`src/hdl/bedo_pkg.sv`:
```
// ----------------------------------------------------------------------------
// bedo_pkg
// Shared types, constants and widths of the band energy onset detector.
// ----------------------------------------------------------------------------
package bedo_pkg;

  // history ring depth per band, and widths that follow from it
  // depth is a power of two so the mean and variance divisions are shifts
  localparam int HISTORY_DEPTH = 32;
  localparam int HIST_IDX_W    = $clog2(HISTORY_DEPTH);
  localparam int HIST_CNT_W    = $clog2(HISTORY_DEPTH + 1);
  localparam int HIST_ADDR_W   = HIST_IDX_W + 1;
  localparam int HIST_ENTRIES  = 2 * HISTORY_DEPTH;
  localparam int SUM_W         = 16 + HIST_IDX_W;
  localparam int SQS_W         = 32 + HIST_IDX_W;
  localparam int VNUM_W        = 32 + 2 * HIST_IDX_W;

  // shared divider: 16 fraction bits of a 16-bit ratio
  localparam int DIV_W      = 16;
  localparam int DIV_CNT_W  = $clog2(DIV_W + 1);
  localparam int DVSR_W     = 16;

  // threshold arithmetic widths
  localparam int VAR_W   = 32;
  localparam int P225_W  = VAR_W + 8;
  localparam int MULT_W  = P225_W + 1;
  localparam int PROD_W  = MULT_W + 17;
  localparam int VarScale = 225;

  // run counter
  localparam logic [3:0] RUN_MAX = 4'd10;

  // configuration port
  localparam int CFG_IDX_W  = 3;
  localparam int CFG_DATA_W = 16;

  localparam logic [CFG_IDX_W-1:0] CFG_THRESHOLD_BASE   = 3'd0;
  localparam logic [CFG_IDX_W-1:0] CFG_ON_HOLD_COUNT    = 3'd1;
  localparam logic [CFG_IDX_W-1:0] CFG_OFF_HOLD_COUNT   = 3'd2;
  localparam logic [CFG_IDX_W-1:0] CFG_FLOOR_BAND0      = 3'd3;
  localparam logic [CFG_IDX_W-1:0] CFG_FLOOR_BAND1      = 3'd4;
  localparam logic [CFG_IDX_W-1:0] CFG_FULL_SCALE_BAND0 = 3'd5;
  localparam logic [CFG_IDX_W-1:0] CFG_FULL_SCALE_BAND1 = 3'd6;

  // input and result items
  typedef struct packed {
    logic        band_index;
    logic [15:0] band_energy;
  } bedo_in_t;

  typedef struct packed {
    logic        band_tag;
    logic        onset_active;
    logic        above_threshold;
    logic [3:0]  run_length;
    logic [15:0] level;
  } bedo_out_t;

  // sequencer states
  typedef enum logic [2:0] {
    ST_IDLE,
    ST_ACC,
    ST_MEAN,
    ST_VAR,
    ST_MUL,
    ST_PROD,
    ST_DONE
  } bedo_state_e;

  // divider request and response
  typedef struct packed {
    logic              start;
    logic [DVSR_W-1:0] rem_init;
    logic [DVSR_W-1:0] dvsr;
  } bedo_div_req_t;

  typedef struct packed {
    logic             busy;
    logic             done;
    logic [DIV_W-1:0] quo;
  } bedo_div_rsp_t;

  // history ring request and response
  typedef struct packed {
    logic        acc_start;
    logic        band;
    logic        push;
    logic [15:0] push_data;
  } bedo_hist_req_t;

  typedef struct packed {
    logic             done;
    logic [SUM_W-1:0] sum;
    logic [SQS_W-1:0] sumsq;
  } bedo_hist_rsp_t;

endpackage

```
`src/hdl/bedo_hist.sv`:
```
// ----------------------------------------------------------------------------
// bedo_hist
// Per-band energy rings in one memory, with a sum and sum of squares pass.
// ----------------------------------------------------------------------------
module bedo_hist import bedo_pkg::*; (
  input  logic           clk_i,
  input  logic           rst_ni,
  input  bedo_hist_req_t req_i,
  output bedo_hist_rsp_t rsp_o
);

  logic [15:0]           mem_q [HIST_ENTRIES];
  logic [15:0]           rd_q;
  logic [HIST_IDX_W-1:0] ptr_q [2];
  logic                  full_q [2];
  logic                  band_q;
  logic                  issue_q;
  logic [HIST_CNT_W-1:0] cnt_q;
  logic                  s1_vld_q, s1_ok_q, s1_last_q;
  logic                  s2_vld_q, s2_last_q;
  logic [15:0]           x_q;
  logic [31:0]           sq_q;
  logic [SUM_W-1:0]      sum_q;
  logic [SQS_W-1:0]      sumsq_q;
  logic                  done_q;

  logic [HIST_IDX_W-1:0]  slot;
  logic [HIST_ADDR_W-1:0] rd_addr;
  logic [HIST_ADDR_W-1:0] wr_addr;
  logic                   slot_ok;
  logic                   last_slot;
  logic [15:0]            x_in;

  // entries never written since reset read as zero
  always_comb begin
    slot      = cnt_q[HIST_IDX_W-1:0];
    rd_addr   = {band_q, slot};
    wr_addr   = {band_q, ptr_q[band_q]};
    slot_ok   = full_q[band_q] || (slot < ptr_q[band_q]);
    last_slot = (cnt_q == HIST_CNT_W'(HISTORY_DEPTH - 1));
    x_in      = s1_ok_q ? rd_q : 16'd0;
  end

  // ring memory
  always_ff @(posedge clk_i) begin
    if (req_i.push) begin
      mem_q[wr_addr] <= req_i.push_data;
    end
    rd_q <= mem_q[rd_addr];
  end

  // read sweep, pointers and fill flags
  always_ff @(posedge clk_i or negedge rst_ni) begin
    if (!rst_ni) begin
      issue_q   <= 1'b0;
      cnt_q     <= '0;
      band_q    <= 1'b0;
      s1_vld_q  <= 1'b0;
      s2_vld_q  <= 1'b0;
      done_q    <= 1'b0;
      ptr_q[0]  <= '0;
      ptr_q[1]  <= '0;
      full_q[0] <= 1'b0;
      full_q[1] <= 1'b0;
    end else begin
      s1_vld_q <= issue_q;
      s2_vld_q <= s1_vld_q;
      done_q   <= s2_vld_q && s2_last_q;
      if (req_i.acc_start) begin
        issue_q <= 1'b1;
        cnt_q   <= '0;
        band_q  <= req_i.band;
      end else if (issue_q) begin
        cnt_q <= cnt_q + 1'b1;
        if (last_slot) begin
          issue_q <= 1'b0;
        end
      end
      if (req_i.push) begin
        if (ptr_q[band_q] == HIST_IDX_W'(HISTORY_DEPTH - 1)) begin
          ptr_q[band_q]  <= '0;
          full_q[band_q] <= 1'b1;
        end else begin
          ptr_q[band_q] <= ptr_q[band_q] + 1'b1;
        end
      end
    end
  end

  // square and accumulate pipeline
  always_ff @(posedge clk_i) begin
    s1_ok_q   <= slot_ok;
    s1_last_q <= last_slot;
    s2_last_q <= s1_last_q;
    x_q       <= x_in;
    sq_q      <= x_in * x_in;
    if (req_i.acc_start) begin
      sum_q   <= '0;
      sumsq_q <= '0;
    end else if (s2_vld_q) begin
      sum_q   <= sum_q + SUM_W'(x_q);
      sumsq_q <= sumsq_q + SQS_W'(sq_q);
    end
  end

  assign rsp_o.done  = done_q;
  assign rsp_o.sum   = sum_q;
  assign rsp_o.sumsq = sumsq_q;

`ifndef SYNTHESIS
  // a sweep only starts once the previous one has drained
  assert property (@(posedge clk_i) disable iff (!rst_ni)
    req_i.acc_start |-> (!issue_q && !s1_vld_q && !s2_vld_q))
    else $error("history sweep restarted while running");
`endif

endmodule

```
`config.mk`:
```
export PLATFORM = sky130hd
export DESIGN_NAME = bedo_hist
export DESIGN_NICKNAME = d
export VERILOG_FILES = /design/src/hdl/bedo_pkg.sv /design/src/hdl/bedo_hist.sv
export SDC_FILE = /design/constraint.sdc
export NUM_CORES = 2
export LEC_CHECK = 0
export BUFFER_PORTS_ARGS = -buffer_cell sky130_fd_sc_hd__buf_2
export CAP_MARGIN = 40
export CORE_MARGIN = 2
export CORE_UTILIZATION = 30
export CTS_CLUSTER_SIZE = 16
export DETAILED_ROUTE_END_ITERATION = 7
export PLACE_DENSITY = 0.45
export SLEW_MARGIN = 20
export SYNTH_ARGS = -nofsm -noshare
export SYNTH_HDL_FRONTEND = slang
export SYNTH_SLANG_ARGS = --single-unit
```
`constraint.sdc`:
```
create_clock -name clk_i -period 6.4 [get_ports clk_i]
set_input_delay 0 -clock clk_i [delete_from_list [all_inputs] [get_ports clk_i]]
set_output_delay 0 -clock clk_i [all_outputs]
set_load 0.01 [all_outputs]
```
==> summary.md <==
| Metric | Value |
|---|---|
| Status | `complete, no violations` |
| Clk sink count | `1170` |
| Ys flop type | `edfxtp_1` |
| Tightest Pin Transition | `1030 ps` |
| Vias | `28000` |
| Post-layout min period | `6050 ps` |
| Worst Hold Depth | `3` |
| Fin. max-slew vios | `0` |
| Final worst path period share | `0.945` |
| Most common cell in the netlist | `edfxtp_1` |
| FF+latch count, synth | `1170` |
| Distinct cells, synth | `75` |
| Chip width | `426 um` |
| Core area | `0.177 sq mm` |
| Final Setup Violations | `0` |
| First-pass GRT wire length | `206000 um` |
| Initial antenna violation count | `11` |
| CP Class | `reg -> reg` |
| Worst hold endpoint | `cnt_q[4]` |
| Worst Skew | `36.7 ps` |
| Post-synth EDFFs | `1024` |
| Sequential element share of the synthesized area | `0.632` |
| Number of global-route vias before repair | `29200` |
| DRC viols | `0` |
| YS warnings | `0` |
| CTS max path bufs | `3` |
| Synth area leader | `edfxtp_1` |
| Final setup TNS | `0 ps` |
| Placed wire-length estimate | `87000 um` |
| Largest net degree at the start of global routing | `141` |
| Hold/Removal Path Class | `in -> reg` |
| CTS tree | `done` |
| Root Driver | `clkbuf_16` |
| CP Data Arrival Time | `6710 ps` |
| Synth top area share | `0.575` |
| R2R cell count | `23` |
| Final ANT Viol Nets | `0` |
| All-Layer GR Usage | `0.157` |
| Cell Count, Final, Fillers Out | `5821` |
| Gpl congestion | `0.839` |
| Post-synth ARST share | `0.0197` |
| Avg Cell Area, Syn | `17.0 sq um` |
| Utilization after layout | `0.352` |
| Crit-path max FO | `13` |
| Initial detailed-routing violation count | `2274` |
| Dpl cells | `5561` |
| TritonCTS buffer count | `131` |
| DIE AREA | `0.182 sq mm` |
| Syn_nets | `3481` |
| Initial Utilization | `0.303` |
| Commonest cells post-synth | `edfxtp_1, mux4_2, inv_1, fa_1, nand2_1` |
| Reg-to-reg startpoint | `s1_ok_q` |
| Die Y | `426 um` |
| Crit path launch type | `flop` |
| Max Freq | `165 MHz` |
| Worst R2R End | `sq_q[28]` |
| Critical Path Sink Type | `flop` |
| Routed wire length per instance | `24.3 um` |
| RSZ-0062 raised after global routing | `false` |
| Worst-Skew Late Latency | `760 ps` |
| Most area-consuming cells after synthesis | `edfxtp_1, mux4_2, fa_1, dfxtp_1, ha_1` |
| Area Growth Syn to Fin | `16.2%` |
| H-tree Lvls | `4` |
| Syn Inst Count | `3146` |
| Max-Cap Viols | `0` |
| Core Rows | `154` |
| Port Buffers | `79` |
| Slew margin rel. | `0.311` |
| Reg clk slew, reported paths | `60 ps` |
| HP Start | `req_i[18]` |
| Grt ovf | `0` |
| Share of layout cells above drive strength 1 | `0.239` |
| Final Hold Vio Count | `0` |
| CP required | `7060 ps` |
| DRT Pass-1 Iters | `5` |
| Setup slack, reg-to-reg | `350 ps` |
| Total Wirelength | `142000 um` |
| IO Pins | `80` |
| Synth Cell Area | `0.0535 sq mm` |
| Via density | `4.80` |
| Final nets | `3717` |
metrics by stage:
step                      instance area (sq um)  hold WS (ps)  setup WS [ps]
final                                     62100           222            350
after detailed placement                  57700           121            135
after global placement                    57500           118            198
after floorplan                           53500          -296            150
after global routing                      62100           216           3.07
after CTS                                 62000           164           86.5
critical path, stage by stage (launching register included):
cell	delay, ps
dfxtp_4	390
and2_1	170
nand2_1	120
inv_1	70
fa_1	530
inv_1	50
fa_1	530
inv_1	50
fa_1	500
inv_1	60
fa_1	520
inv_1	50
fa_1	490
fa_1	410
ha_1	310
buf_4	150
nand2_1	60
o21ai_0	120
a221oi_1	360
o21ai_2	160
a21oi_2	220
o21bai_1	150
nor4b_1	300
a311o_1	160
area by class of cell:
class | instances | area, sq um
fillers | 16700 | 115000
flip-flops and latches | 1170 | 33800
multi-input cells | 1575 | 18300
clock buffers | 168 | 3520
well taps | 2340 | 2930
repair buffers | 247 | 1990
inverters | 257 | 965
clock inverters | 61 | 553
diodes | 3 | 7.51
layer usage:
metal	GRT usage	share of wire	vias up
met2	0.259	0.48	534
met5	0	0	-
met4	0.0415	0.023	0
met3	0.0270	0.041	176
met1	0.213	0.45	14700
li1	-	-	12500
worst max-delay path by stage:
stage / startpoint / endpoint
after floorplan: s1_ok_q / sq_q[30]
final: s1_ok_q / sq_q[28]
after CTS: s1_ok_q / sq_q[31]
after global routing: s1_ok_q / sq_q[28]
after detailed placement: s1_ok_q / sq_q[31]
after global placement: s1_ok_q / sq_q[30]
registers in the layout, summed over array words and instances (netlist names):
| signal | count |
|---|---|
| mem_q | 1024 |
| sumsq_q | 37 |
| sq_q | 31 |
| sum_q | 21 |
| rd_q | 16 |
| x_q | 15 |
| ptr_q | 10 |
| cnt_q | 6 |
| full_q | 2 |
| band_q | 1 |
| done_q | 1 |
| issue_q | 1 |
| s1_last_q | 1 |
| s1_ok_q | 1 |
| s1_vld_q | 1 |
| s2_last_q | 1 |
| s2_vld_q | 1 |
placed cells by master (no fill, tap or decap), drive strengths merged, types with 89 or more instances in the layout:
cell type / instances
a21oi: 89
nor2: 148
ha: 151
inv: 262
dfxtp: 123
fa: 163
edfxtp: 1024
clkbuf: 168
nand2: 162
buf: 225
mux4: 336
logic make-up after synthesis:
kind of cell    synth area share
simple gates              0.0479
fa+ha+maj                 0.0963
xor+xnor                 0.00999
mux                        0.148
flops                      0.632
buf+inv                   0.0298
compound gates            0.0358
repair_timing:
| action | in CTS | in global routing |
|---|---|---|
| endpoints found under the hold margin | 1079 | 0 |
| hold buffers | 23 | 0 |
| setup endpoints to repair | 0 | 12 |
| gates resized for setup | 0 | 9 |
| buffers inserted | 0 | 1 |
Power is not shown: default switching activity piles up to over one toggle a cycle in this logic, so the estimate is an artifact.
