File: src/hdl/bedo_pkg.sv
// ----------------------------------------------------------------------------
// bedo_pkg
// Shared types, constants and widths of the band energy onset detector.
// ----------------------------------------------------------------------------
package bedo_pkg;

  // history ring depth per band, and widths that follow from it
  // depth is a power of two so the mean and variance divisions are shifts
  localparam int HISTORY_DEPTH = 32;
  localparam int HIST_IDX_W    = $clog2(HISTORY_DEPTH);
  localparam int HIST_CNT_W    = $clog2(HISTORY_DEPTH + 1);
  localparam int HIST_ADDR_W   = HIST_IDX_W + 1;
  localparam int HIST_ENTRIES  = 2 * HISTORY_DEPTH;
  localparam int SUM_W         = 16 + HIST_IDX_W;
  localparam int SQS_W         = 32 + HIST_IDX_W;
  localparam int VNUM_W        = 32 + 2 * HIST_IDX_W;

  // shared divider: 16 fraction bits of a 16-bit ratio
  localparam int DIV_W      = 16;
  localparam int DIV_CNT_W  = $clog2(DIV_W + 1);
  localparam int DVSR_W     = 16;

  // threshold arithmetic widths
  localparam int VAR_W   = 32;
  localparam int P225_W  = VAR_W + 8;
  localparam int MULT_W  = P225_W + 1;
  localparam int PROD_W  = MULT_W + 17;
  localparam int VarScale = 225;

  // run counter
  localparam logic [3:0] RUN_MAX = 4'd10;

  // configuration port
  localparam int CFG_IDX_W  = 3;
  localparam int CFG_DATA_W = 16;

  localparam logic [CFG_IDX_W-1:0] CFG_THRESHOLD_BASE   = 3'd0;
  localparam logic [CFG_IDX_W-1:0] CFG_ON_HOLD_COUNT    = 3'd1;
  localparam logic [CFG_IDX_W-1:0] CFG_OFF_HOLD_COUNT   = 3'd2;
  localparam logic [CFG_IDX_W-1:0] CFG_FLOOR_BAND0      = 3'd3;
  localparam logic [CFG_IDX_W-1:0] CFG_FLOOR_BAND1      = 3'd4;
  localparam logic [CFG_IDX_W-1:0] CFG_FULL_SCALE_BAND0 = 3'd5;
  localparam logic [CFG_IDX_W-1:0] CFG_FULL_SCALE_BAND1 = 3'd6;

  // input and result items
  typedef struct packed {
    logic        band_index;
    logic [15:0] band_energy;
  } bedo_in_t;

  typedef struct packed {
    logic        band_tag;
    logic        onset_active;
    logic        above_threshold;
    logic [3:0]  run_length;
    logic [15:0] level;
  } bedo_out_t;

  // sequencer states
  typedef enum logic [2:0] {
    ST_IDLE,
    ST_ACC,
    ST_MEAN,
    ST_VAR,
    ST_MUL,
    ST_PROD,
    ST_DONE
  } bedo_state_e;

  // divider request and response
  typedef struct packed {
    logic              start;
    logic [DVSR_W-1:0] rem_init;
    logic [DVSR_W-1:0] dvsr;
  } bedo_div_req_t;

  typedef struct packed {
    logic             busy;
    logic             done;
    logic [DIV_W-1:0] quo;
  } bedo_div_rsp_t;

  // history ring request and response
  typedef struct packed {
    logic        acc_start;
    logic        band;
    logic        push;
    logic [15:0] push_data;
  } bedo_hist_req_t;

  typedef struct packed {
    logic             done;
    logic [SUM_W-1:0] sum;
    logic [SQS_W-1:0] sumsq;
  } bedo_hist_rsp_t;

endpackage

File: src/hdl/bedo_div.sv
// ----------------------------------------------------------------------------
// bedo_div
// Shared restoring divider, rem_init * 2^16 / dvsr, one quotient bit per cycle.
// ----------------------------------------------------------------------------
module bedo_div import bedo_pkg::*; (
  input  logic          clk_i,
  input  logic          rst_ni,
  input  bedo_div_req_t req_i,
  output bedo_div_rsp_t rsp_o
);

  logic                 active_q;
  logic                 done_q;
  logic [DIV_CNT_W-1:0] cnt_q;
  logic [DVSR_W-1:0]    rem_q;
  logic [DVSR_W-1:0]    dvsr_q;
  logic [DIV_W-1:0]     quo_q;

  logic [DVSR_W:0]   trial;
  logic [DVSR_W:0]   diff;
  logic              ge;
  logic [DVSR_W-1:0] rem_d;

  // one restoring step: shift in a zero bit, subtract if it fits
  always_comb begin
    trial = {rem_q, 1'b0};
    diff  = trial - {1'b0, dvsr_q};
    ge    = (trial >= {1'b0, dvsr_q});
    rem_d = ge ? diff[DVSR_W-1:0] : trial[DVSR_W-1:0];
  end

  // step control
  always_ff @(posedge clk_i or negedge rst_ni) begin
    if (!rst_ni) begin
      active_q <= 1'b0;
      done_q   <= 1'b0;
      cnt_q    <= '0;
    end else begin
      done_q <= 1'b0;
      if (req_i.start) begin
        active_q <= 1'b1;
        cnt_q    <= DIV_CNT_W'(DIV_W);
      end else if (active_q) begin
        cnt_q <= cnt_q - 1'b1;
        if (cnt_q == DIV_CNT_W'(1)) begin
          active_q <= 1'b0;
          done_q   <= 1'b1;
        end
      end
    end
  end

  // operand and quotient registers
  always_ff @(posedge clk_i) begin
    if (req_i.start) begin
      rem_q  <= req_i.rem_init;
      dvsr_q <= req_i.dvsr;
      quo_q  <= '0;
    end else if (active_q) begin
      rem_q <= rem_d;
      quo_q <= {quo_q[DIV_W-2:0], ge};
    end
  end

  assign rsp_o.busy = active_q;
  assign rsp_o.done = done_q;
  assign rsp_o.quo  = quo_q;

`ifndef SYNTHESIS
  // a new division never cuts into one in flight
  assert property (@(posedge clk_i) disable iff (!rst_ni)
    req_i.start |-> !active_q)
    else $error("divider started while busy");
`endif

endmodule

File: config.mk
export PLATFORM = sky130hd
export DESIGN_NAME = bedo_div
export DESIGN_NICKNAME = d
export VERILOG_FILES = /design/src/hdl/bedo_pkg.sv /design/src/hdl/bedo_div.sv
export SDC_FILE = /design/constraint.sdc
export NUM_CORES = 1
export LEC_CHECK = 0
export BUFFER_PORTS_ARGS = -buffer_cell sky130_fd_sc_hd__buf_2
export CAP_MARGIN = 5
export CORE_ASPECT_RATIO = 1.25
export CORE_MARGIN = 4
export CORE_UTILIZATION = 35
export DETAILED_ROUTE_END_ITERATION = 6
export SYNTH_ARGS = -nofsm -noshare
export SYNTH_HDL_FRONTEND = slang
export SYNTH_SLANG_ARGS = --single-unit
File: constraint.sdc
create_clock -name clk_i -period 3.82 [get_ports clk_i]
set_clock_uncertainty 0.1 [all_clocks]
set_input_delay 0.573 -clock clk_i [delete_from_list [all_inputs] [get_ports clk_i]]
set_output_delay 0.573 -clock clk_i [all_outputs]
set_load 0.05 [all_outputs]
==> results <==
- Setup slack on the worst reg-to-reg path comes out at 0.86 ns.
- The final total negative setup slack is 0 ns.
- The worst hold path class is in -> reg.
- The number of iterations in the first detailed-routing pass is 4.
- Headroom to the max-slew limit came out at 0.553.
- Of the total synthesized cell area, the portion taken by XOR and XNOR cells is 0.0259.
- In this run the vertical extent of the chip is 112 um.
- After legalization and detailed placement, the total HPWL measured 4.74 mm.
- The cell count after synthesis came out at 304.
- The overall fraction of global-route tracks in use is 0.127.
- For this run, design rule violations remaining after detail routing come to 0.
- The simple-gate share of the synthesized area is 0.164.
- The die is 91.4 um wide.
- The count of hold buffers inserted by post-cts repair is 1.
- In the synthesized netlist, the cells that appear most often are nor2_1, edfxtp_1, nand2_1.
- The number of distinct standard cells referenced by the synthesized netlist is 49.
- The required time of the critical path is 3.79 ns.
- For this run, the post-layout net count is 410.
- The layout has 843 filler cells.
- The number of clock buffers added by TritonCTS is 5.
- The ratio of cells with drive above 1 in the final layout is 0.202.
- The H-tree was split into 2 levels.
- The number of cells on the worst reg-to-reg path is 9.
- The tool flagged a number of max-cap violations equal to 0.
- In the synthesized netlist the async set-or-reset flop fraction comes to 0.127.
- Using the TritonRoute via totals, the vias-per-cell ratio works out to 4.97.
- Summed over all cells, the static leakage comes to 1.63 nW.
- The number of nets handed over by synthesis was 358.
- For the worst setup path, the data arrival time is 2.93 ns.
- The TritonCTS clock tree is done.
- The most frequent cell after synthesis is nor2_1.
- The worst-case clock buffer depth is 2.
- The startpoint identified for the worst hold timing path is req_i[13].
- The final hold violation count is 0.
- The period utilization is 0.776.
- The number of antenna violations at the first check in global routing is 0.
- The final worst hold slack is 0.326 ns.
- The share of synthesized area occupied by flip-flops and latches is 0.479.
- The synthesized design spends more area on one cell type than any other, namely edfxtp_1.
- The flip-flop and latch count after synthesis is 55.
- Of the post-synthesis cell area, the dominant cell type holds 0.316.
- The post-synthesis compound-gate area fraction is 0.139.
- The post-cts repair resize count is 0.
- The final routed wirelength across all metal layers is 6.49 mm.
- The most instantiated flip-flop cell in the synthesis netlist is edfxtp_1.
- The final route contains 2358 vias.
- The startpoint kind of the worst setup timing path is a flip-flop.
- The root buffer cell chosen for the clock tree is clkbuf_8.
- Setup repair after global routing left no endpoint under its margin.
- Counting tap cells, the placed design contains a total of 465 instances.
- Clock-pin slew was measured on the worst setup and hold paths at 0.11 ns.
- The total number of clock tree sinks is 55.
- After global routing the overflow that remains totals 0.
- 53 I/O pins were placed.
- The detail-routed net length per standard cell is 13.7 um.
- For this run, the number of Yosys warnings is 0.
- The total setup violations reported at the end of the flow is 0.
- The number of flops mapped to enable cells by yosys is 32.
- Measured against the total synthesized area, the mux share comes to 0.0596.
- The number of rows in the core area is 37.
- In this run the cell area of the synthesized design comes to 3040 um2.
- Along the worst path, the maximum fanout reaches 7.
- The flow ran to the end, and the final reports show no timing, DRC or antenna violations.
- The critical path is of the reg -> reg type.
- The count of antenna diodes in the layout is 0.
- For this design the ratio of total power to cell area is 662 nW/um2.
- The final number of max-transition violations is 0.
- The first global-routing pass estimated 10.8 mm of wire.
- The final weighted congestion in routability-driven placement is 0.849.
- The via count of the first global-routing pass is 2369.
- The later-pin clock latency in the skew report is 0.31 ns.
- The endpoint of the worst hold-timing path is dvsr_q[13]$_DFFE_PP_.
- The peak ir drop on the vdd network is 0.000274 V.
- The count of nets left with antenna violations after detail routing is 0.
- Counting instances, the worst hold path has a depth of 1.
- The highest clock frequency the design can meet is 0.337 GHz.
- Yosys attributes the largest share of cell area to edfxtp_1, dfxtp_1, ha_1.
- The post-layout minimum cycle time is 2.96 ns.
- The transition at the pin with the smallest max-transition slack is 0.670 ns.
- Entering global routing, the biggest net connects 39 pins.
- Averaged over all synthesized cells, the footprint is 10.0 um2.
- The reg-to-reg startpoint is rem_q[5]$_DFFE_PP_.
- The die covers 10300 um2.
- The area of the core region is 8380 um2.
- The number of DRC markers in iteration 0 is 95.
- The post-CTS setup buffer count is 0.
- The count of buffers added on input and output ports is 52.
- The starting utilization of the core area is 0.363.
- Excluding fillers, the count of instances in the completed layout stands at 474.
- The area added between synthesis and finish is 15.7%.
- The capture point of the worst reg-to-reg path is rem_q[1]$_DFFE_PP_.
- The capturing element type of the critical path is a flip-flop.
- The combinational family with the most area after synthesis is simple AND/OR/NAND/NOR gates.
- Of the total synthesized cell area, the portion taken by full adders, half adders and majority gates is 0.0806.
## logic make-up (layout without fill, tap and decap cells)
logic type | Yosys count | count (layout)
fa+ha+maj | 19 | 19
flops | 55 | 55
xor+xnor | 9 | 9
simple gates | 104 | 104
buf+inv | 36 | 89
mux | 18 | 18
compound gates | 63 | 63
## layout make-up
type	instances	area, um2	area share
Clock inverter	3	22.5	0.00639
Clock buffer	5	68.8	0.0195
Inverter	21	78.8	0.0224
Tap cell	117	146	0.0416
Sequential cell	55	1460	0.413
Multi-Input combinational cell	213	1430	0.405
Timing Repair Buffer	60	323	0.0917
## flip-flops by register name, summed over array words and instances, names as in the netlist
register,flops
quo_q,16
rem_q,16
done_q,1
cnt_q,5
dvsr_q,16
active_q,1
## through the flow
step                      total power, mW  area (um2)  worst slack (ns)  utilization
after detailed placement             2.01        3420             0.919        0.408
after global placement               1.99        3420             0.993        0.408
final                                2.33        3520             0.856        0.420
after floorplan                      1.76        3040              1.26            -
after global routing                 2.52        3520             0.729        0.420
after CTS                            2.36        3520             0.886        0.420
## power by group
part	internal (mW)	switching [mW]	leakage, nW	total, mW
registers	0.783	0.0757	0.538	0.859
logic	0.490	0.644	1.04	1.13
clock network	0.133	0.205	0.0489	0.338
## placed cells by master (no fill, tap or decap), types with 5 or more instances in the layout
master / synthesis / final
nor3_1: 9 / 9
nor2_1: 41 / 41
inv_1: 21 / 21
o21a_1: 8 / 8
xnor2_1: 7 / 7
a21oi_1: 11 / 11
mux2i_1: 17 / 17
buf_2: 1 / 52
nand2_1: 26 / 26
o21ai_0: 11 / 11
dfrtp_1: 7 / 7
edfxtp_1: 32 / 32
a211oi_1: 6 / 6
buf_4: 2 / 7
clkbuf_8: 0 / 5
a31oi_1: 8 / 8
ha_1: 18 / 18
dfxtp_1: 16 / 16
## worst max-delay path: stages, from the launching register on
cell and delay [ns]:
edfxtp_1 0.41, ha_1 0.39, and3_4 0.21, nor2b_4 0.13, a311o_1 0.31, a211oi_1 0.29, o21a_1 0.34, buf_4 0.20
mux2i_1 0.08, mux2_2 0.26
## how the worst max path moves through the flow
stage / from / slack, ns / cells past startpoint / to
floorplan: rem_q[5]$_DFFE_PP_ / 1.26 / 9 / rem_q[1]$_DFFE_PP_
global placement: rem_q[5]$_DFFE_PP_ / 0.99 / 9 / rem_q[1]$_DFFE_PP_
detailed placement: rem_q[5]$_DFFE_PP_ / 0.92 / 9 / rem_q[1]$_DFFE_PP_
CTS: rem_q[5]$_DFFE_PP_ / 0.89 / 9 / rem_q[1]$_DFFE_PP_
global route: rem_q[5]$_DFFE_PP_ / 0.73 / 9 / rem_q[1]$_DFFE_PP_
finish: rem_q[5]$_DFFE_PP_ / 0.86 / 9 / rem_q[1]$_DFFE_PP_
## routing by layer
| metal | vias up | GRT usage | wire [um] |
|---|---|---|---|
| li1 | 1188 | - | - |
| met1 | 1112 | 0.161 | 2940 |
| met2 | 54 | 0.219 | 3190 |
| met3 | 4 | 0.0268 | 316 |
| met4 | 0 | 0.0332 | 48 |
| met5 | - | 0 | 0 |
Note: power is estimated with default switching activity, not from simulation.
